### src/hw/rtl/csma_pkg.sv
// Shared types and constants of the CSMA/CD station MAC.
// Used by every module under hw/rtl and by the port checker.
package csma_pkg;

  // Configuration field widths and register file layout
  localparam int unsigned MODE_W     = 2;
  localparam int unsigned TICKS_W    = 24;
  localparam int unsigned UNIT_W     = 27;
  localparam int unsigned PROB_W     = 17;
  localparam int unsigned CFG_IDX_W  = 3;
  localparam int unsigned CFG_DATA_W = 27;

  // Item field widths
  localparam int unsigned MED_W   = 2;
  localparam int unsigned ATT_W   = 4;
  localparam int unsigned STATE_W = 3;

  // Transmit probability is a fraction of 2^16
  localparam int unsigned PROB_FRAC_BITS = 16;

  typedef enum logic [CFG_IDX_W-1:0] {
    CFG_MODE      = 3'd0,
    CFG_SENSE     = 3'd1,
    CFG_FRAME     = 3'd2,
    CFG_JAM       = 3'd3,
    CFG_SLOT      = 3'd4,
    CFG_BUSY_UNIT = 3'd5,
    CFG_PROB      = 3'd6
  } cfg_idx_e;

  // Register reset values
  localparam logic [MODE_W-1:0]  RST_MODE      = 2'd0;
  localparam logic [TICKS_W-1:0] RST_SENSE     = 24'd960;
  localparam logic [TICKS_W-1:0] RST_FRAME     = 24'd12000;
  localparam logic [TICKS_W-1:0] RST_JAM       = 24'd480;
  localparam logic [TICKS_W-1:0] RST_SLOT      = 24'd5120;
  localparam logic [UNIT_W-1:0]  RST_BUSY_UNIT = 27'd100000000;
  localparam logic [PROB_W-1:0]  RST_PROB      = 17'd32768;

  // Persistence modes (the fourth code acts as one-persistent)
  localparam logic [MODE_W-1:0] MODE_ONEP  = 2'd0;
  localparam logic [MODE_W-1:0] MODE_NONP  = 2'd1;
  localparam logic [MODE_W-1:0] MODE_PPERS = 2'd2;

  // Medium codes (the fourth code acts as collision)
  localparam logic [MED_W-1:0] MED_FREE = 2'd0;
  localparam logic [MED_W-1:0] MED_BUSY = 2'd1;

  // Sense history bits
  localparam logic [2:0] SEEN_FREE = 3'b001;
  localparam logic [2:0] SEEN_BUSY = 3'b010;
  localparam logic [2:0] SEEN_COLL = 3'b100;

  // Station state codes as reported on the result port
  localparam logic [STATE_W-1:0] SC_IDLE       = 3'd0;
  localparam logic [STATE_W-1:0] SC_SENSE      = 3'd1;
  localparam logic [STATE_W-1:0] SC_BUSY_WAIT  = 3'd2;
  localparam logic [STATE_W-1:0] SC_SLOT_WAIT  = 3'd3;
  localparam logic [STATE_W-1:0] SC_SENSE_SLOT = 3'd4;
  localparam logic [STATE_W-1:0] SC_TX         = 3'd5;
  localparam logic [STATE_W-1:0] SC_JAM        = 3'd6;
  localparam logic [STATE_W-1:0] SC_BACKOFF    = 3'd7;

  typedef enum logic [7:0] {
    S_IDLE       = 8'b0000_0001,
    S_SENSE      = 8'b0000_0010,
    S_BUSY_WAIT  = 8'b0000_0100,
    S_SLOT_WAIT  = 8'b0000_1000,
    S_SENSE_SLOT = 8'b0001_0000,
    S_TX         = 8'b0010_0000,
    S_JAM        = 8'b0100_0000,
    S_BACKOFF    = 8'b1000_0000
  } state_e;

  // Registered item, decoded for the state update
  typedef struct packed {
    logic [2:0] seen;
    logic       waiting;
    logic       p_hit;
  } item_t;

  // Which product the wait scaler uses, and its power-of-two exponent
  typedef struct packed {
    logic             use_backoff;
    logic [ATT_W-1:0] exp;
  } scale_req_t;

  function automatic logic [STATE_W-1:0] state_code(input state_e st);
    logic [STATE_W-1:0] code;
    case (st)
      S_IDLE:       code = SC_IDLE;
      S_SENSE:      code = SC_SENSE;
      S_BUSY_WAIT:  code = SC_BUSY_WAIT;
      S_SLOT_WAIT:  code = SC_SLOT_WAIT;
      S_SENSE_SLOT: code = SC_SENSE_SLOT;
      S_TX:         code = SC_TX;
      S_JAM:        code = SC_JAM;
      S_BACKOFF:    code = SC_BACKOFF;
      default:      code = SC_IDLE;
    endcase
    return code;
  endfunction

endpackage

### src/hw/rtl/csma_in_stage.sv
// Input register of the station MAC: decodes the medium code, settles the
// p-persistent draw and forms both random wait products. Uses csma_pkg.
module csma_in_stage import csma_pkg::*; #(
  parameter int unsigned RAND_WIDTH = 16
) (
  input  logic                         clk_i,
  input  logic                         rst_ni,
  input  logic                         accept_i,
  input  logic                         advance_i,
  input  logic [MED_W-1:0]             medium_req_i,
  input  logic                         frame_waiting_i,
  input  logic [RAND_WIDTH-1:0]        random_fraction_i,
  input  logic [UNIT_W-1:0]            busy_unit_i,
  input  logic [TICKS_W-1:0]           slot_ticks_i,
  input  logic [PROB_W-1:0]            prob_i,
  output logic                         valid_o,
  output item_t                        item_o,
  output logic [UNIT_W+RAND_WIDTH-1:0] bw_prod_o,
  output logic [TICKS_W+RAND_WIDTH-1:0] bo_prod_o
);

  localparam int unsigned BWP_W = UNIT_W + RAND_WIDTH;
  localparam int unsigned BOP_W = TICKS_W + RAND_WIDTH;
  localparam int unsigned CMP_W = PROB_W + RAND_WIDTH;

  logic                   valid_q, valid_d;
  item_t                  item_q, item_d;
  logic [BWP_W-1:0]       bw_prod_q;
  logic [BOP_W-1:0]       bo_prod_q;
  logic [CMP_W-1:0]       rf_scaled, prob_scaled;

  // Holding flag: loaded on accept, emptied when the item moves on
  always_comb begin
    valid_d = valid_q;
    if (accept_i) begin
      valid_d = 1'b1;
    end else if (advance_i) begin
      valid_d = 1'b0;
    end
  end

  always_ff @(posedge clk_i or negedge rst_ni) begin
    if (!rst_ni) begin
      valid_q <= 1'b0;
    end else begin
      valid_q <= valid_d;
    end
  end

  // p-persistent draw: transmit when U < p
  assign rf_scaled   = CMP_W'({random_fraction_i, {PROB_FRAC_BITS{1'b0}}});
  assign prob_scaled = {prob_i, {RAND_WIDTH{1'b0}}};

  always_comb begin
    case (medium_req_i)
      MED_FREE: item_d.seen = SEEN_FREE;
      MED_BUSY: item_d.seen = SEEN_BUSY;
      default:  item_d.seen = SEEN_COLL;
    endcase
    item_d.waiting = frame_waiting_i;
    item_d.p_hit   = rf_scaled < prob_scaled;
  end

  // Payload: one multiplier per wait kind
  always_ff @(posedge clk_i) begin
    if (accept_i) begin
      item_q    <= item_d;
      bw_prod_q <= BWP_W'(busy_unit_i) * BWP_W'(random_fraction_i);
      bo_prod_q <= BOP_W'(slot_ticks_i) * BOP_W'(random_fraction_i);
    end
  end

  assign valid_o   = valid_q;
  assign item_o    = item_q;
  assign bw_prod_o = bw_prod_q;
  assign bo_prod_o = bo_prod_q;

endmodule

### src/hw/rtl/csma_wait_scale.sv
// Random wait scaler: floor(product * 2^exp / 2^RAND_WIDTH), saturated to
// the timer width. Uses csma_pkg for widths and the request struct.
module csma_wait_scale import csma_pkg::*; #(
  parameter int unsigned TIMER_WIDTH = 32,
  parameter int unsigned RAND_WIDTH  = 16
) (
  input  logic [UNIT_W+RAND_WIDTH-1:0]  bw_prod_i,
  input  logic [TICKS_W+RAND_WIDTH-1:0] bo_prod_i,
  input  scale_req_t                    req_i,
  output logic [TIMER_WIDTH-1:0]        wait_o
);

  localparam int unsigned PW  = UNIT_W + RAND_WIDTH;
  localparam int unsigned SHW = PW + (2 ** ATT_W) - 1;
  localparam int unsigned EW  = (SHW > TIMER_WIDTH + RAND_WIDTH) ?
                                SHW : TIMER_WIDTH + RAND_WIDTH;

  logic [PW-1:0] prod;
  logic [EW-1:0] ext_w, sh_w;
  logic          ovf;

  assign prod  = req_i.use_backoff ? PW'(bo_prod_i) : bw_prod_i;
  assign ext_w = EW'(prod) << req_i.exp;
  assign sh_w  = ext_w >> RAND_WIDTH;
  assign ovf   = |sh_w[EW-1:TIMER_WIDTH];
  assign wait_o = ovf ? {TIMER_WIDTH{1'b1}} : sh_w[TIMER_WIDTH-1:0];

endmodule

### src/hw/rtl/csma_fsm.sv
// Station state machine and result register: advances one tick per item.
// Uses csma_pkg; the wait length comes from csma_wait_scale.
module csma_fsm import csma_pkg::*; #(
  parameter int unsigned TIMER_WIDTH  = 32,
  parameter int unsigned MAX_ATTEMPTS = 10
) (
  input  logic                   clk_i,
  input  logic                   rst_ni,
  input  logic                   advance_i,
  input  item_t                  item_i,
  input  logic [TIMER_WIDTH-1:0] wait_i,
  input  logic [MODE_W-1:0]      mode_i,
  input  logic [TICKS_W-1:0]     sense_ticks_i,
  input  logic [TICKS_W-1:0]     frame_ticks_i,
  input  logic [TICKS_W-1:0]     jam_ticks_i,
  input  logic                   out_stall_i,
  output scale_req_t             scale_req_o,
  output logic                   out_valid_o,
  output logic [STATE_W-1:0]     station_state_o,
  output logic                   on_medium_o,
  output logic                   frame_sent_o,
  output logic                   frame_dropped_o,
  output logic [ATT_W-1:0]       attempt_count_o
);

  localparam int unsigned TW = TIMER_WIDTH;

  state_e             st_q, st_d;
  logic [TW-1:0]      cd_q, cd_d, cd_dec;
  logic [2:0]         seen_q, seen_d, seen_acc;
  logic [TW-1:0]      bl_q, bl_d;
  logic [ATT_W-1:0]   att_q, att_d;
  logic [ATT_W:0]     att_inc;
  logic               cd_zero;
  logic               sent, dropped;
  logic [TW-1:0]      sense_cd, frame_cd, jam_cd, bl_eff, cd_eff;
  logic               out_valid_q;
  logic [STATE_W-1:0] state_q;
  logic               on_medium_q, sent_q, dropped_q;
  logic [ATT_W-1:0]   att_out_q;

  assign sense_cd = TW'(sense_ticks_i);
  assign frame_cd = TW'(frame_ticks_i);
  assign jam_cd   = TW'(jam_ticks_i);

  // Countdown steps down first, then the state acts
  assign cd_dec   = (cd_q != '0) ? cd_q - TW'(1) : cd_q;
  assign cd_zero  = (cd_dec == '0);
  assign seen_acc = seen_q | item_i.seen;
  assign att_inc  = {1'b0, att_q} + (ATT_W+1)'(1);

  // Busy wait scales by the current attempt count, backoff by the next one
  assign scale_req_o.use_backoff = (st_q == S_BACKOFF);
  assign scale_req_o.exp = (st_q == S_BACKOFF) ? att_inc[ATT_W-1:0] : att_q;

  // Backoff: draw a new length when none is running
  always_comb begin
    if (bl_q == '0) begin
      bl_eff = wait_i;
      cd_eff = (wait_i != '0) ? wait_i - TW'(1) : '0;
    end else begin
      bl_eff = bl_q;
      cd_eff = cd_dec;
    end
  end

  // Next state
  always_comb begin
    st_d    = st_q;
    cd_d    = cd_dec;
    seen_d  = seen_q;
    bl_d    = bl_q;
    att_d   = att_q;
    sent    = 1'b0;
    dropped = 1'b0;
    case (st_q)
      S_IDLE: begin
        if (item_i.waiting) begin
          st_d   = S_SENSE;
          cd_d   = sense_cd;
          seen_d = '0;
          bl_d   = '0;
        end
      end
      S_SENSE: begin
        seen_d = seen_acc;
        if (cd_zero) begin
          if (seen_acc == SEEN_FREE) begin
            cd_d = frame_cd;
            if (mode_i == MODE_PPERS && !item_i.p_hit) begin
              st_d = S_SLOT_WAIT;
            end else begin
              st_d = S_TX;
            end
          end else if (mode_i == MODE_NONP || mode_i == MODE_PPERS) begin
            st_d   = S_BUSY_WAIT;
            cd_d   = wait_i;
            seen_d = '0;
          end else begin
            seen_d = '0;
            cd_d   = sense_cd;
          end
        end
      end
      S_BUSY_WAIT, S_SLOT_WAIT: begin
        if (cd_zero) begin
          st_d   = (st_q == S_SLOT_WAIT) ? S_SENSE_SLOT : S_SENSE;
          cd_d   = sense_cd;
          seen_d = '0;
          bl_d   = '0;
        end
      end
      S_SENSE_SLOT: begin
        seen_d = seen_acc;
        if (cd_zero) begin
          if (seen_acc == SEEN_FREE) begin
            cd_d = frame_cd;
            st_d = item_i.p_hit ? S_TX : S_SLOT_WAIT;
          end else begin
            st_d = S_BACKOFF;
            cd_d = TW'(1);
          end
        end
      end
      S_TX: begin
        if (item_i.seen == SEEN_COLL) begin
          st_d = S_JAM;
          cd_d = jam_cd;
          bl_d = '0;
        end else if (cd_zero) begin
          st_d  = S_IDLE;
          att_d = '0;
          sent  = 1'b1;
        end
      end
      S_JAM: begin
        if (cd_zero) begin
          st_d = S_BACKOFF;
          cd_d = TW'(1);
        end
      end
      S_BACKOFF: begin
        if (bl_q == '0 && att_inc > (ATT_W+1)'(MAX_ATTEMPTS)) begin
          // attempt limit exceeded: discard the frame
          st_d    = S_IDLE;
          cd_d    = TW'(1);
          att_d   = '0;
          seen_d  = '0;
          bl_d    = '0;
          dropped = 1'b1;
        end else begin
          if (bl_q == '0) begin
            att_d = att_inc[ATT_W-1:0];
          end
          bl_d = bl_eff;
          cd_d = cd_eff;
          if (bl_eff != '0 && cd_eff == '0) begin
            st_d   = S_SENSE;
            cd_d   = sense_cd;
            seen_d = '0;
            bl_d   = '0;
          end
        end
      end
      default: begin
        st_d = S_IDLE;
      end
    endcase
  end

  // Station state, updated once per item
  always_ff @(posedge clk_i or negedge rst_ni) begin
    if (!rst_ni) begin
      st_q   <= S_IDLE;
      cd_q   <= '0;
      seen_q <= '0;
      bl_q   <= '0;
      att_q  <= '0;
    end else if (advance_i) begin
      st_q   <= st_d;
      cd_q   <= cd_d;
      seen_q <= seen_d;
      bl_q   <= bl_d;
      att_q  <= att_d;
    end
  end

  // Result register: filled on advance, held while stalled
  always_ff @(posedge clk_i or negedge rst_ni) begin
    if (!rst_ni) begin
      out_valid_q <= 1'b0;
    end else begin
      out_valid_q <= advance_i | (out_valid_q & out_stall_i);
    end
  end

  always_ff @(posedge clk_i) begin
    if (advance_i) begin
      state_q     <= state_code(st_d);
      on_medium_q <= (st_d == S_TX) || (st_d == S_JAM);
      sent_q      <= sent;
      dropped_q   <= dropped;
      att_out_q   <= att_d;
    end
  end

  assign out_valid_o     = out_valid_q;
  assign station_state_o = state_q;
  assign on_medium_o     = on_medium_q;
  assign frame_sent_o    = sent_q;
  assign frame_dropped_o = dropped_q;
  assign attempt_count_o = att_out_q;

endmodule

### src/hw/rtl/csma_cd_station_mac.sv
// Top level of the CSMA/CD station MAC: configuration registers, handshake
// and the input stage, wait scaler and state machine. Uses csma_pkg.
//
//   channel | direction | handshake            | payload
//   --------+-----------+----------------------+----------------------------------
//   in      | input     | in_valid_i/in_stall_o | medium_req, frame_waiting, random
//   out     | output    | out_valid_o/out_stall_i | state, on_medium, sent, dropped,
//           |           |                      | attempt_count
//   cfg     | input     | cfg_valid_i/cfg_ready_o | cfg_index_i, cfg_data_i
//
// One item per clock cycle while out_stall_i is low; each item is one station tick.
// An item passes the input register, then the state update into the result
// register. The per-tick state update is the loop of this path.
// Reset puts the station in idle with all timers and counts cleared.
// A stalled result holds the input register; in_stall_o rises only when both
// the input register and the result register are full and out_stall_i is high.
module csma_cd_station_mac import csma_pkg::*; #(
  parameter int unsigned TIMER_WIDTH  = 32,
  parameter int unsigned MAX_ATTEMPTS = 10,
  parameter int unsigned RAND_WIDTH   = 16
) (
  input  logic                  clk_i,
  input  logic                  rst_ni,
  // item input
  input  logic                  in_valid_i,
  output logic                  in_stall_o,
  input  logic [MED_W-1:0]      medium_req_i,
  input  logic                  frame_waiting_i,
  input  logic [RAND_WIDTH-1:0] random_fraction_i,
  // result output
  output logic                  out_valid_o,
  input  logic                  out_stall_i,
  output logic [STATE_W-1:0]    station_state_o,
  output logic                  on_medium_o,
  output logic                  frame_sent_o,
  output logic                  frame_dropped_o,
  output logic [ATT_W-1:0]      attempt_count_o,
  // configuration writes
  input  logic                  cfg_valid_i,
  output logic                  cfg_ready_o,
  input  logic [CFG_IDX_W-1:0]  cfg_index_i,
  input  logic [CFG_DATA_W-1:0] cfg_data_i
);

  logic [MODE_W-1:0]  mode_q;
  logic [TICKS_W-1:0] sense_q, frame_q, jam_q, slot_q;
  logic [UNIT_W-1:0]  busy_unit_q;
  logic [PROB_W-1:0]  prob_q;

  logic                          s1_valid, accept, advance;
  item_t                         s1_item;
  logic [UNIT_W+RAND_WIDTH-1:0]  bw_prod;
  logic [TICKS_W+RAND_WIDTH-1:0] bo_prod;
  scale_req_t                    scale_req;
  logic [TIMER_WIDTH-1:0]        wait_len;

  // Configuration registers, always ready
  assign cfg_ready_o = 1'b1;

  always_ff @(posedge clk_i or negedge rst_ni) begin
    if (!rst_ni) begin
      mode_q      <= RST_MODE;
      sense_q     <= RST_SENSE;
      frame_q     <= RST_FRAME;
      jam_q       <= RST_JAM;
      slot_q      <= RST_SLOT;
      busy_unit_q <= RST_BUSY_UNIT;
      prob_q      <= RST_PROB;
    end else if (cfg_valid_i && cfg_ready_o) begin
      case (cfg_idx_e'(cfg_index_i))
        CFG_MODE:      mode_q      <= cfg_data_i[MODE_W-1:0];
        CFG_SENSE:     sense_q     <= cfg_data_i[TICKS_W-1:0];
        CFG_FRAME:     frame_q     <= cfg_data_i[TICKS_W-1:0];
        CFG_JAM:       jam_q       <= cfg_data_i[TICKS_W-1:0];
        CFG_SLOT:      slot_q      <= cfg_data_i[TICKS_W-1:0];
        CFG_BUSY_UNIT: busy_unit_q <= cfg_data_i[UNIT_W-1:0];
        CFG_PROB:      prob_q      <= cfg_data_i[PROB_W-1:0];
        default: ;
      endcase
    end
  end

  // Handshake: the held item moves on whenever the result register frees up
  assign advance    = s1_valid & (~out_valid_o | ~out_stall_i);
  assign in_stall_o = s1_valid & out_valid_o & out_stall_i;
  assign accept     = in_valid_i & ~in_stall_o;

  csma_in_stage #(
    .RAND_WIDTH (RAND_WIDTH)
  ) u_in_stage (
    .clk_i             (clk_i),
    .rst_ni            (rst_ni),
    .accept_i          (accept),
    .advance_i         (advance),
    .medium_req_i      (medium_req_i),
    .frame_waiting_i   (frame_waiting_i),
    .random_fraction_i (random_fraction_i),
    .busy_unit_i       (busy_unit_q),
    .slot_ticks_i      (slot_q),
    .prob_i            (prob_q),
    .valid_o           (s1_valid),
    .item_o            (s1_item),
    .bw_prod_o         (bw_prod),
    .bo_prod_o         (bo_prod)
  );

  csma_wait_scale #(
    .TIMER_WIDTH (TIMER_WIDTH),
    .RAND_WIDTH  (RAND_WIDTH)
  ) u_wait_scale (
    .bw_prod_i (bw_prod),
    .bo_prod_i (bo_prod),
    .req_i     (scale_req),
    .wait_o    (wait_len)
  );

  csma_fsm #(
    .TIMER_WIDTH  (TIMER_WIDTH),
    .MAX_ATTEMPTS (MAX_ATTEMPTS)
  ) u_fsm (
    .clk_i           (clk_i),
    .rst_ni          (rst_ni),
    .advance_i       (advance),
    .item_i          (s1_item),
    .wait_i          (wait_len),
    .mode_i          (mode_q),
    .sense_ticks_i   (sense_q),
    .frame_ticks_i   (frame_q),
    .jam_ticks_i     (jam_q),
    .out_stall_i     (out_stall_i),
    .scale_req_o     (scale_req),
    .out_valid_o     (out_valid_o),
    .station_state_o (station_state_o),
    .on_medium_o     (on_medium_o),
    .frame_sent_o    (frame_sent_o),
    .frame_dropped_o (frame_dropped_o),
    .attempt_count_o (attempt_count_o)
  );

endmodule

### config.mk
export PLATFORM = sky130hd
export DESIGN_NAME = csma_cd_station_mac
export DESIGN_NICKNAME = d
export VERILOG_FILES = /design/src/hw/rtl/csma_pkg.sv /design/src/hw/rtl/csma_in_stage.sv /design/src/hw/rtl/csma_wait_scale.sv /design/src/hw/rtl/csma_fsm.sv /design/src/hw/rtl/csma_cd_station_mac.sv
export SDC_FILE = /design/constraint.sdc
export NUM_CORES = 2
export LEC_CHECK = 0
export BUFFER_PORTS_ARGS = -buffer_cell sky130_fd_sc_hd__buf_2
export CAP_MARGIN = 20
export CORE_MARGIN = 2
export CORE_UTILIZATION = 59
export DETAILED_ROUTE_END_ITERATION = 6
export PLACE_DENSITY = 0.8
export SLEW_MARGIN = 25
export SYNTH_ARGS = -nofsm -noshare
export SYNTH_HDL_FRONTEND = slang
export SYNTH_HIERARCHICAL = 1
export SYNTH_SLANG_ARGS = --single-unit
### constraint.sdc
create_clock -name clk_i -period 8 [get_ports clk_i]
set_clock_uncertainty 0.1 [all_clocks]
set_input_delay 0.8 -clock clk_i [delete_from_list [all_inputs] [get_ports clk_i]]
set_output_delay 0.8 -clock clk_i [all_outputs]
set_load 0.02 [all_outputs]
==> summary.md <==
| Metric | Value |
|---|---|
| FP Rows | `102` |
| R2R depth | `24` |
| Fin Setup TNS | `0 ns` |
| MaxCap Viol Count | `0` |
| CP arrival | `7.98 ns` |
| CORE AREA | `77,200 um^2` |
| Layout cell share with drive strength beyond 1 | `11.9%` |
| CP Capture Type | `flip-flop` |
| Final ANT Viol Nets | `0` |
| Crit share post-route | `95.1%` |
| Clock Latency Late Sink | `0.60 ns` |
| Routed WL | `137 mm` |
| RSZ-0062 raised after global routing | `no` |
| Slew headroom | `27.5%` |
| Die ar. | `80,100 um^2` |
| Outcome | `completed` |
| Antenna violations before repair | `2` |
| Number of warnings issued by yosys | `6` |
| Crit Path Category | `reg2reg` |
| Syn Inst Count | `4,870` |
| TritonCTS Buffers | `39` |
| Post-synthesis net count | `5,825` |
| IO Count | `67` |
| Global-route wire length before repair | `217 mm` |
| DIE WIDTH | `283 um` |
| FMAX | `0.132 GHz` |
| CTS sink cnt | `319` |
| Initial Util | `59.5%` |
| Root buffer cell | `clkbuf_16` |
| Final #Nets | `5,776` |
| Largest net degree at the start of global routing | `95` |
| Initial DRT Pass Iterations | `7` |
| # DRC | `0` |
| DR iter-0 viols | `3,675` |
| Gr usage total | `34.6%` |
| Commonest non-fill, non-tap cell in the layout | `inv_1` |
| Detailed placer's ending HPWL | `105 mm` |
| Clock buffer depth | `3` |
| Vias in the first global route | `38.6k` |
| Syn Std Cell Area | `45,900 um^2` |
| Startpoint Class | `flip-flop` |
| Via-per-instance ratio | `6.22` |
| Slew Limit Fails | `0` |
| TritonCTS clock tree | `built` |
| P&R area growth vs syn | `5.99%` |
| HP Class | `in2async` |
| Clock transition at path regs | `0.06 ns` |
| Setup bufs post-CTS | `0` |
| Commonest cells after routing, fill and taps aside | `inv_1 (779), nand2_1 (672), fa_1 (654)` |
| Syn Area/Cell | `9.43 um^2` |
| Critical-path maximum fanout | `35` |
| WL/cell | `23.3 um` |
| Cts repair resizes | `0` |
| Min cycle time layout | `7.60 ns` |
| Setup violators final | `0` |
| Gr ovfl total | `0` |
| Util after Layout | `63.1%` |
| Hold Vio Cnt, Final | `0` |
| Die H | `283 um` |
| WP data required | `8.38 ns` |
| Routability cong. | `1.02` |
| Pre-CTS setup slack | `0.282 ns` |
| H-tree depth | `2` |
| Via count | `36.6k` |
| Final WS setup | `0.396 ns` |
| PortBufs | `65` |
| Least-Margin Pin Slew | `1.09 ns` |
| Hold Buf Count CTS | `0` |
==> state kept, by name, summed over array words and instances, names as in the netlist, 8 cells and up <==
name / cells
frame_q: 24
prob_q: 17
sense_q: 24
u_fsm/cd_q: 32
jam_q: 24
busy_unit_q: 27
u_fsm/bl_q: 32
slot_q: 24
u_in_stage/bw_prod_o: 42
u_in_stage/bo_prod_o: 39
u_fsm/st_q: 8
==> area by class of cell <==
cell class	count	area [um^2]
clock inverter	20	263
antenna	1	2.50
multi-input combinational	3478	33200
inverter	783	2940
fill	6206	28500
tap	1040	1300
sequential	319	8500
timing repair buffer	200	1440
clock buffer	52	1060
==> through the flow <==
step / hold slack [ns] / cells / area (um^2)
2_1_floorplan: 0.352 / 4870 / 45900
3_3_place_gp: 0.389 / 5818 / 47300
3_5_place_dp: 0.391 / 5818 / 47300
4_1_cts: 0.160 / 5890 / 48700
5_1_grt: 0.202 / 5892 / 48700
6_report: 0.142 / 5893 / 48700
==> path summary, 6_finish.rpt <==
| check | startpoint | to | slack (ns) |
|---|---|---|---|
| max | u_fsm/st_q[3] | u_fsm/bl_q[14] | 0.40 |
| min | rst_ni | u_fsm/att_q[0] | 0.14 |
| max reg2reg | u_fsm/st_q[3] | u_fsm/bl_q[14] | 0.40 |
| min reg2reg | u_fsm/bl_q[21] | u_fsm/bl_q[21] | 0.41 |
| max in group asynchronous | rst_ni | busy_unit_q[25] | 6.31 |
| min in group clk_i | frame_waiting_i | u_in_stage/item_o[1] | 0.28 |
==> layer usage <==
| metal | GRT usage (%) | vias to the layer above | part of all wire, % |
|---|---|---|---|
| met5 | 0 | - | 0.021 |
| met4 | 23.9 | 4 | 8.0 |
| met3 | 5.94 | 497 | 8.0 |
| met2 | 54.6 | 1927 | 46 |
| met1 | 43.7 | 18300 | 38 |
| li1 | - | 15900 | - |
==> critical path: stages (launching register included) <==
cell and delay (ns):
dfrtp_1 0.43, or2_2 0.42, nor4_1 0.36, nand3b_1 0.12, buf_4 0.21, xnor2_2 0.20, buf_12 0.24, buf_12 0.21
buf_4 0.24, mux4_2 0.51, mux2_2 0.30, o21ai_0 0.26, a22oi_1 0.14, or4_1 0.56, or4_1 0.58, buf_4 0.22
nor3_2 0.33, nor2_1 0.20, a211oi_1 0.28, and4b_1 0.24, o2111a_1 0.26, nand2b_1 0.34, nand2_1 0.14, buf_4 0.26
a22o_1 0.27
Power is not shown: default switching activity piles up to over one toggle a cycle in this logic, so the estimate is an artifact.
